## src/sv/mqrx_pkg.sv

```systemverilog
`timescale 1ns / 1ps

package mqrx_pkg;

  // parser phase
  typedef enum logic [1:0] {
    PH_HEADER = 2'd0,
    PH_LENGTH = 2'd1,
    PH_BODY   = 2'd2,
    PH_HALT   = 2'd3
  } phase_t;

  // tag of a streamed data byte
  typedef enum logic [1:0] {
    BK_NONE    = 2'd0,
    BK_TOPIC   = 2'd1,
    BK_MESSAGE = 2'd2
  } byte_kind_t;

  // packet events
  typedef enum logic [3:0] {
    EV_NONE           = 4'd0,
    EV_CONNECTED      = 4'd1,
    EV_PUB_DONE       = 4'd2,
    EV_SUBACK_OK      = 4'd3,
    EV_SUBACK_REFUSED = 4'd4,
    EV_UNSUBACK       = 4'd5,
    EV_BAD_TYPE       = 4'd6,
    EV_BAD_LENGTH     = 4'd7,
    EV_MALFORMED      = 4'd8,
    EV_REFUSED        = 4'd9,
    EV_UNEXPECTED     = 4'd10
  } event_t;

  // control packet types
  localparam logic [3:0] T_CONNACK  = 4'd2;
  localparam logic [3:0] T_PUBLISH  = 4'd3;
  localparam logic [3:0] T_SUBACK   = 4'd9;
  localparam logic [3:0] T_UNSUBACK = 4'd11;
  localparam logic [3:0] T_MIN      = 4'd1;
  localparam logic [3:0] T_MAX      = 4'd14;

  // highest granted qos in a suback return code
  localparam logic [7:0] SUBACK_RC_MAX = 8'd2;

  // result queue between parser and output stage
  localparam int QDEPTH = 4;
  localparam int QAW    = $clog2(QDEPTH);

  // one result word
  typedef struct packed {
    byte_kind_t  kind;
    logic [7:0]  data;
    event_t      ev;
    logic [3:0]  flags;
    logic [15:0] ident;
    logic [7:0]  ret;
    logic [7:0]  ack;
  } res_t;

endpackage

```

## src/sv/mqtt_rx_packet_parser.sv

```systemverilog
`timescale 1ns / 1ps

// Receive-side MQTT 3.1.1 packet parser. Takes one received byte per word on
// the slave stream and parses the fixed header, the remaining length and the
// body of CONNACK, PUBLISH, SUBACK and UNSUBACK packets. PUBLISH topic and
// message bytes come out tagged in tuser; packet events (connected, publish
// done, suback, unsuback and the error codes) come out in tdata on the byte
// that ends the packet, or on the offending byte for a bad type or a bad
// length. A fatal error halts the parser: later bytes are still taken but
// ignored until reset. One byte is accepted every clock while the result
// queue has room; the parser state is updated on each accepted byte, and
// results pass through a four-word queue and then an output register;
// s_axis_tready falls only when that queue fills under downstream
// back-pressure.

module mqtt_rx_packet_parser import mqrx_pkg::*; #(
  parameter int MAX_LENGTH_BYTES = 4
) (
  input  logic        clk,
  input  logic        rst,
  input  logic        s_axis_tvalid,
  output logic        s_axis_tready,
  input  logic [7:0]  s_axis_tdata,   // rx_byte
  output logic        m_axis_tvalid,
  input  logic        m_axis_tready,
  output logic [47:0] m_axis_tdata,   // data_byte, event_res, header_flags,
                                      // packet_ident, ret_code, ack_byte
  output logic [1:0]  m_axis_tuser    // byte_kind
);

  logic byte_accept;
  logic res_push;
  res_t res;
  logic q_full;
  logic q_pop;
  logic q_valid;
  res_t q_head;

  assign s_axis_tready = !q_full;
  assign byte_accept   = s_axis_tvalid && s_axis_tready;

  // front: byte parser
  mqrx_parser #(
    .MAX_LENGTH_BYTES(MAX_LENGTH_BYTES)
  ) u_parser (
    .clk         (clk),
    .rst         (rst),
    .byte_accept (byte_accept),
    .rx_byte     (s_axis_tdata),
    .res_push    (res_push),
    .res         (res)
  );

  // result queue
  mqrx_fifo u_fifo (
    .clk        (clk),
    .rst        (rst),
    .push       (res_push),
    .push_res   (res),
    .full       (q_full),
    .pop        (q_pop),
    .head_valid (q_valid),
    .head_res   (q_head)
  );

  // back: output stage
  mqrx_out u_out (
    .clk           (clk),
    .rst           (rst),
    .head_valid    (q_valid),
    .head_res      (q_head),
    .pop           (q_pop),
    .m_axis_tvalid (m_axis_tvalid),
    .m_axis_tready (m_axis_tready),
    .m_axis_tdata  (m_axis_tdata),
    .m_axis_tuser  (m_axis_tuser)
  );

endmodule

```

## src/sv/mqrx_parser.sv

```systemverilog
`timescale 1ns / 1ps

module mqrx_parser import mqrx_pkg::*; #(
  parameter int MAX_LENGTH_BYTES = 4
) (
  input  logic       clk,
  input  logic       rst,
  input  logic       byte_accept,
  input  logic [7:0] rx_byte,
  output logic       res_push,
  output res_t       res
);

  localparam int LEN_W = 7 * MAX_LENGTH_BYTES;
  localparam int IW    = (MAX_LENGTH_BYTES > 1) ? $clog2(MAX_LENGTH_BYTES) : 1;
  localparam int CW    = ((LEN_W > 16) ? LEN_W : 16) + 2;

  phase_t            phase, phase_next;
  logic [3:0]        pkt_kind, pkt_kind_next;
  logic [3:0]        flag_nibble, flag_nibble_next;
  logic [LEN_W-1:0]  length_accum, length_accum_next;
  logic [IW-1:0]     length_index, length_index_next;
  logic [LEN_W-1:0]  body_pos, body_pos_next;
  logic [15:0]       topic_len, topic_len_next;
  logic [7:0]        head_bytes [3];
  logic [7:0]        head_bytes_next [3];

  logic [LEN_W-1:0]  accum_upd;
  logic [LEN_W-1:0]  pos_inc;
  logic [7:0]        head_cur [3];
  logic [15:0]       topic_cur;
  logic [LEN_W-1:0]  fin_len;
  logic [15:0]       fin_topic;
  logic              pub_ok;
  logic              last_len_byte;
  logic              body_end;
  logic [3:0]        hdr_type;

  event_t            fin_ev;
  logic              fin_fatal;
  logic [15:0]       fin_ident;
  logic [7:0]        fin_ret;
  logic [7:0]        fin_ack;

  // working values for the current word
  always_comb begin
    hdr_type      = rx_byte[7:4];
    accum_upd     = length_accum | (LEN_W'(rx_byte[6:0]) << (7 * length_index));
    last_len_byte = (length_index == IW'(MAX_LENGTH_BYTES - 1));
    pos_inc       = body_pos + 1'b1;
    body_end      = (pos_inc >= length_accum);
    head_cur      = head_bytes;
    topic_cur     = topic_len;
    if (phase == PH_BODY) begin
      if (body_pos < LEN_W'(3)) head_cur[body_pos[1:0]] = rx_byte;
      if (pkt_kind == T_PUBLISH && body_pos == LEN_W'(1)) begin
        topic_cur = {head_bytes[0], rx_byte};
      end
    end
    if (phase == PH_LENGTH) begin
      fin_len   = accum_upd;
      fin_topic = 16'd0;
    end else begin
      fin_len   = length_accum;
      fin_topic = topic_cur;
    end
    pub_ok = (fin_len >= LEN_W'(2)) && (CW'(fin_len) >= CW'(fin_topic) + CW'(2));
  end

  // packet end evaluation
  always_comb begin
    fin_ev    = EV_NONE;
    fin_fatal = 1'b0;
    fin_ident = 16'd0;
    fin_ret   = 8'd0;
    fin_ack   = 8'd0;
    case (pkt_kind)
      T_CONNACK: begin
        if (fin_len < LEN_W'(2)) begin
          fin_ev    = EV_MALFORMED;
          fin_fatal = 1'b1;
        end else begin
          fin_ack = head_cur[0];
          fin_ret = head_cur[1];
          if (head_cur[1] != 8'd0) begin
            fin_ev    = EV_REFUSED;
            fin_fatal = 1'b1;
          end else begin
            fin_ev = EV_CONNECTED;
          end
        end
      end
      T_PUBLISH: begin
        if (!pub_ok) begin
          fin_ev    = EV_MALFORMED;
          fin_fatal = 1'b1;
        end else begin
          fin_ev = EV_PUB_DONE;
        end
      end
      T_SUBACK: begin
        if (fin_len < LEN_W'(3)) begin
          fin_ev    = EV_MALFORMED;
          fin_fatal = 1'b1;
        end else begin
          fin_ident = {head_cur[0], head_cur[1]};
          fin_ret   = head_cur[2];
          fin_ev    = (head_cur[2] > SUBACK_RC_MAX) ? EV_SUBACK_REFUSED : EV_SUBACK_OK;
        end
      end
      T_UNSUBACK: begin
        if (fin_len < LEN_W'(2)) begin
          fin_ev    = EV_MALFORMED;
          fin_fatal = 1'b1;
        end else begin
          fin_ident = {head_cur[0], head_cur[1]};
          fin_ev    = EV_UNSUBACK;
        end
      end
      default: begin
        fin_ev    = EV_UNEXPECTED;
        fin_fatal = 1'b1;
      end
    endcase
  end

  // next state
  always_comb begin
    phase_next        = phase;
    pkt_kind_next     = pkt_kind;
    flag_nibble_next  = flag_nibble;
    length_accum_next = length_accum;
    length_index_next = length_index;
    body_pos_next     = body_pos;
    topic_len_next    = topic_len;
    head_bytes_next   = head_bytes;
    if (byte_accept) begin
      case (phase)
        PH_HEADER: begin
          flag_nibble_next = rx_byte[3:0];
          if (hdr_type < T_MIN || hdr_type > T_MAX) begin
            phase_next = PH_HALT;
          end else begin
            pkt_kind_next     = hdr_type;
            length_accum_next = '0;
            length_index_next = '0;
            phase_next        = PH_LENGTH;
          end
        end
        PH_LENGTH: begin
          length_accum_next = accum_upd;
          if (rx_byte[7]) begin
            if (last_len_byte) phase_next = PH_HALT;
            else length_index_next = length_index + 1'b1;
          end else begin
            body_pos_next  = '0;
            topic_len_next = 16'd0;
            if (accum_upd == '0) phase_next = fin_fatal ? PH_HALT : PH_HEADER;
            else phase_next = PH_BODY;
          end
        end
        PH_BODY: begin
          head_bytes_next = head_cur;
          topic_len_next  = topic_cur;
          body_pos_next   = pos_inc;
          if (body_end) phase_next = fin_fatal ? PH_HALT : PH_HEADER;
        end
        default: begin
          phase_next = PH_HALT;
        end
      endcase
    end
  end

  // result word
  always_comb begin
    res       = '0;
    res.kind  = BK_NONE;
    res.ev    = EV_NONE;
    res.flags = flag_nibble_next;
    case (phase)
      PH_HEADER: begin
        if (hdr_type < T_MIN || hdr_type > T_MAX) res.ev = EV_BAD_TYPE;
      end
      PH_LENGTH: begin
        if (rx_byte[7]) begin
          if (last_len_byte) res.ev = EV_BAD_LENGTH;
        end else if (accum_upd == '0) begin
          res.ev    = fin_ev;
          res.ident = fin_ident;
          res.ret   = fin_ret;
          res.ack   = fin_ack;
        end
      end
      PH_BODY: begin
        if (pkt_kind == T_PUBLISH && body_pos >= LEN_W'(2) && pub_ok) begin
          res.kind = (CW'(body_pos) - CW'(2) < CW'(topic_cur)) ? BK_TOPIC : BK_MESSAGE;
          res.data = rx_byte;
        end
        if (body_end) begin
          res.ev    = fin_ev;
          res.ident = fin_ident;
          res.ret   = fin_ret;
          res.ack   = fin_ack;
        end
      end
      default: begin
        res.ev = EV_NONE;
      end
    endcase
    res_push = byte_accept && (res.kind != BK_NONE || res.ev != EV_NONE);
  end

  // state registers
  always_ff @(posedge clk) begin
    if (rst) begin
      phase         <= PH_HEADER;
      pkt_kind      <= 4'd0;
      flag_nibble   <= 4'd0;
      length_accum  <= '0;
      length_index  <= '0;
      body_pos      <= '0;
      topic_len     <= 16'd0;
      head_bytes[0] <= 8'd0;
      head_bytes[1] <= 8'd0;
      head_bytes[2] <= 8'd0;
    end else begin
      phase        <= phase_next;
      pkt_kind     <= pkt_kind_next;
      flag_nibble  <= flag_nibble_next;
      length_accum <= length_accum_next;
      length_index <= length_index_next;
      body_pos     <= body_pos_next;
      topic_len    <= topic_len_next;
      head_bytes   <= head_bytes_next;
    end
  end

endmodule

```

## src/sv/mqrx_fifo.sv

```systemverilog
`timescale 1ns / 1ps

module mqrx_fifo import mqrx_pkg::*; (
  input  logic clk,
  input  logic rst,
  input  logic push,
  input  res_t push_res,
  output logic full,
  input  logic pop,
  output logic head_valid,
  output res_t head_res
);

  res_t             slots [QDEPTH];
  logic [QAW-1:0]   wr_ptr;
  logic [QAW-1:0]   rd_ptr;
  logic [QAW:0]     count;
  logic             do_push;
  logic             do_pop;

  // flags and head
  assign full       = (count == (QAW+1)'(QDEPTH));
  assign head_valid = (count != '0);
  assign head_res   = slots[rd_ptr];
  assign do_push    = push && !full;
  assign do_pop     = pop && head_valid;

  // pointers and fill count
  always_ff @(posedge clk) begin
    if (rst) begin
      wr_ptr <= '0;
      rd_ptr <= '0;
      count  <= '0;
    end else begin
      if (do_push) wr_ptr <= wr_ptr + 1'b1;
      if (do_pop) rd_ptr <= rd_ptr + 1'b1;
      if (do_push && !do_pop) count <= count + 1'b1;
      else if (do_pop && !do_push) count <= count - 1'b1;
    end
  end

  // storage
  always_ff @(posedge clk) begin
    if (do_push) slots[wr_ptr] <= push_res;
  end

endmodule

```

## src/sv/mqrx_out.sv

```systemverilog
`timescale 1ns / 1ps

module mqrx_out import mqrx_pkg::*; (
  input  logic        clk,
  input  logic        rst,
  input  logic        head_valid,
  input  res_t        head_res,
  output logic        pop,
  output logic        m_axis_tvalid,
  input  logic        m_axis_tready,
  output logic [47:0] m_axis_tdata,
  output logic [1:0]  m_axis_tuser
);

  logic out_valid;
  res_t out_res;

  // take the queue head when the output register is free or draining
  assign pop = head_valid && (!out_valid || m_axis_tready);

  // output register
  always_ff @(posedge clk) begin
    if (rst) begin
      out_valid <= 1'b0;
    end else if (pop) begin
      out_valid <= 1'b1;
    end else if (m_axis_tready) begin
      out_valid <= 1'b0;
    end
  end

  always_ff @(posedge clk) begin
    if (pop) out_res <= head_res;
  end

  // word packing
  assign m_axis_tvalid = out_valid;
  assign m_axis_tuser  = out_res.kind;
  assign m_axis_tdata  = {out_res.ack, out_res.ret, out_res.ident,
                          out_res.flags, out_res.ev, out_res.data};

endmodule
```

## config.mk

```make
export PLATFORM = sky130hd
export DESIGN_NAME = mqtt_rx_packet_parser
export DESIGN_NICKNAME = d
export VERILOG_FILES = /design/src/sv/mqrx_pkg.sv /design/src/sv/mqtt_rx_packet_parser.sv /design/src/sv/mqrx_parser.sv /design/src/sv/mqrx_fifo.sv /design/src/sv/mqrx_out.sv
export SDC_FILE = /design/constraint.sdc
export NUM_CORES = 1
export LEC_CHECK = 0
export BUFFER_PORTS_ARGS = -buffer_cell sky130_fd_sc_hd__buf_2
export CORE_UTILIZATION = 43
export DETAILED_ROUTE_END_ITERATION = 10
export GPL_TIMING_DRIVEN = 0
export MAX_ROUTING_LAYER = met4
export PLACE_DENSITY = 0.6
export SLEW_MARGIN = 5
export SYNTH_ARGS = -nofsm -noshare
export SYNTH_HDL_FRONTEND = slang
export SYNTH_SLANG_ARGS = --single-unit
```

## constraint.sdc

```tcl
create_clock -name clk -period 15.95 [get_ports clk]
set_input_delay 4.785 -clock clk [delete_from_list [all_inputs] [get_ports clk]]
set_output_delay 4.785 -clock clk [all_outputs]
set_load 0.01 [all_outputs]
```

==> impl_metrics.toml <==
[status]
status = "finished, violations left"
violations = "design-rule violations"

[route]
met1_length_mm = 20.23
routedWlPerCell_um = 21.17
routed.top_layer = "met4"
drt_iter0_markers = 894
antenna_left = 0
met2WireLength_mm = 21.78
wirelength_mm = 45.70
vias = 12220
drcViolationCount = 11
dr.pass1.iters = 8
vias_per_cell = 5.661
wl_met3_mm = 2.441

[clock_network]
cts-htree-levels = 2
postCtsHoldBufs = 0
cts_tree = "yes"
numCtsBuffers = 41
clockBufferDepth = 3
ctsRootBufferMaster = "clkbuf_16"
post_cts_resized = 0
cts.clk_slew.worst_paths_ns = 0.06
cts_num_sinks = 366
clock_latency_ns = 0.58
postCtsSetupBuffers = 0

[timing]
rsz0062_at_grt = "false"
drv_slew = 0
max_freq_ghz = 0.09602
period_minus_slack_ns = 10.41
skew_ns = 0.03273
tns_ns = 0
holdWs_ns = 0.4662
slew_headroom_pct = 36.07
min_period_over_period_pct = 65.30
timing.final.hold_violations = 0
tightest_slew_ns = 0.9589
setup_viol = 0

[yosys]
synth_edf_count = 250
synth_fp_nets = 1581
synthTopCellsByCount = "edfxtp_1 (250), nor2_1 (185), dfxtp_1 (116)"
syn_area_per_cell_um2 = 12.03
async_flop_share_pct = 0
synth_cell_types = 93
synth_seq_cells = 366
yosysSeqAreaShare_pct = 54.80
ys_top_cells_by_area = "edfxtp_1 (42%), dfxtp_1 (13%), mux4_2 (6.3%)"
synth_top_area_cell = "edfxtp_1"
synthCells = 1491
yosys_warnings = 0
synthFlopType = "edfxtp_1"
yosysMostFrequentCell = "edfxtp_1"
syn_area_um2 = 17940
netlist.area_leader.share_pct = 41.85

[critical_path]
critPathKind = "in -> reg"
start_kind = "input pin"
slowest_delay_ns = 0.60
crit_required_ns = 16.45
cp.arrival_ns = 10.92
end_kind = "flip-flop"
critPathMaxFanout = 10
cp_slowest_cell = "clkbuf_1"
crit_top_cell = "ha_1"

[global_route]
grt_use_total_pct = 22.72
grt_pass1_vias = 12070
antenna_found_initial = 0
grt_pass1_wl_mm = 70.55
grt_max_degree = 51
grt_overflow = 0

[cells_and_area]
drive_above_1_share_pct = 15.06
area_growth_pct = 13.00
diodes = 0
fin_nets = 1686

[power]
p_leak_nw = 7.337
power_density_nw_per_um2 = 134.4
vdd_drop_max_mv = 0.08835

[die]
die-area_um2 = 42530
row_count = 74
die_h_um = 206.2
pin_count = 64
die_x_um = 206.2
start_util_pct = 43.73
core_area_um2 = 41020

[hold_path]
hold_path_class = "reg -> reg"

[run]
maxCapViolations = 0

[placed_design]
dpl.hpwl_mm = 32.62
io_buffers = 61
place.gp.congestion = 0.9467
[path summary, 6_finish.rpt]
path | to | slack [ns] | from | cells after the start
max reg2reg | u_fifo.count[2]$_SDFFE_PP0P_ | 7.97 | u_parser.body_pos[20]$_SDFFE_PP0P_ | 30
min reg2reg | u_parser.head_bytes[5]$_SDFFE_PP0P_ | 0.47 | u_parser.head_bytes[5]$_SDFFE_PP0P_ | 2
min | u_parser.head_bytes[5]$_SDFFE_PP0P_ | 0.47 | u_parser.head_bytes[5]$_SDFFE_PP0P_ | 2
max | u_fifo.count[2]$_SDFFE_PP0P_ | 5.54 | s_axis_tdata[2] | 25
[metrics by stage]
stage | worst slack, ns | cells | power [mW] | instance area (µm²) | util, %
global placement | 3.873 | 2084 | 1.817 | 18910 | 46.10
detailed placement | 4.985 | 2085 | 1.827 | 18950 | 46.20
CTS | 5.569 | 2159 | 2.756 | 20270 | 49.42
finish | 5.535 | 2159 | 2.724 | 20270 | 49.42
global route | 5.187 | 2159 | 2.859 | 20270 | 49.42
floorplan | 5.841 | 1491 | 1.622 | 17940 | -
[logic make-up (layout without fill, tap and decap cells)]
| logic type | count (synthesis) | after routing | share of synthesized area (%) |
|---|---|---|---|
| multiplexers | 117 | 117 | 10.07 |
| adder cells (fa/ha/maj) | 78 | 78 | 5.483 |
| AND/OR/NAND/NOR | 490 | 490 | 13.99 |
| AO/OA/AOI/OAI | 237 | 237 | 9.082 |
| flip-flops | 366 | 366 | 54.80 |
| buffers and inverters | 147 | 283 | 3.850 |
| XOR/XNOR | 56 | 56 | 2.734 |
[state kept, by name, indices dropped and copies added, names as in the netlist]
register	cells
u_fifo.rd_ptr	2
u_parser.length_accum	28
u_out.m_axis_tuser	2
u_parser.flag_nibble	4
u_out.m_axis_tdata	48
u_parser.head_bytes	24
u_out.m_axis_tvalid	1
u_fifo.count	3
u_fifo.slots	200
u_parser.length_index	2
u_parser.body_pos	28
u_parser.phase	2
u_parser.topic_len	16
u_parser.pkt_kind	4
u_fifo.wr_ptr	2
[where the power goes]
group          switching, mW  leakage [nW]  internal (mW)
sequential            0.0351          3.42           1.17
combinational          0.357          3.28          0.232
clock                  0.387         0.636          0.540
[layer usage]
metal / track usage (%) / vias to the layer above
met4: 8.246 / 0
met5: - / -
li1: - / 5759
met2: 36.04 / 346
met3: 3.138 / 91
met1: 29.72 / 6027
[layout by cell type (no fill, tap or decap), types with 22 or more instances in the layout]
cell       count
a21oi_1       89
buf_2         68
clkbuf_1      72
clkbuf_16     42
dfxtp_1      116
edfxtp_1     250
ha_1          77
inv_1         54
mux2i_1       60
mux4_2        50
nand2_1       94
nand3_1       29
nand4_1       24
nor2_1       185
nor3_1        31
o21ai_0       26
xnor2_1       34
xor2_1        22
[worst max-delay path, delay by kind of cell]
kind | cells | cell delay (ns)
XOR/XNOR | 1 | 0.16
multiplexers | 1 | 0.32
buffers and inverters | 3 | 0.82
AND/OR/NAND/NOR | 8 | 1.54
adder cells (fa/ha/maj) | 4 | 1.26
AO/OA/AOI/OAI | 8 | 2.03
[area by class of cell]
cell class / count / area (µm²)
Timing Repair Buffer: 62 / 325.3
Clock buffer: 50 / 1091
Tap cell: 532 / 665.6
Fill cell: 3653 / 20750
Multi-Input combinational cell: 978 / 7438
Sequential cell: 366 / 9829
Buffer: 93 / 488.0
Clock inverter: 24 / 229.0
Inverter: 54 / 202.7
(Power assumes the default switching activity.)
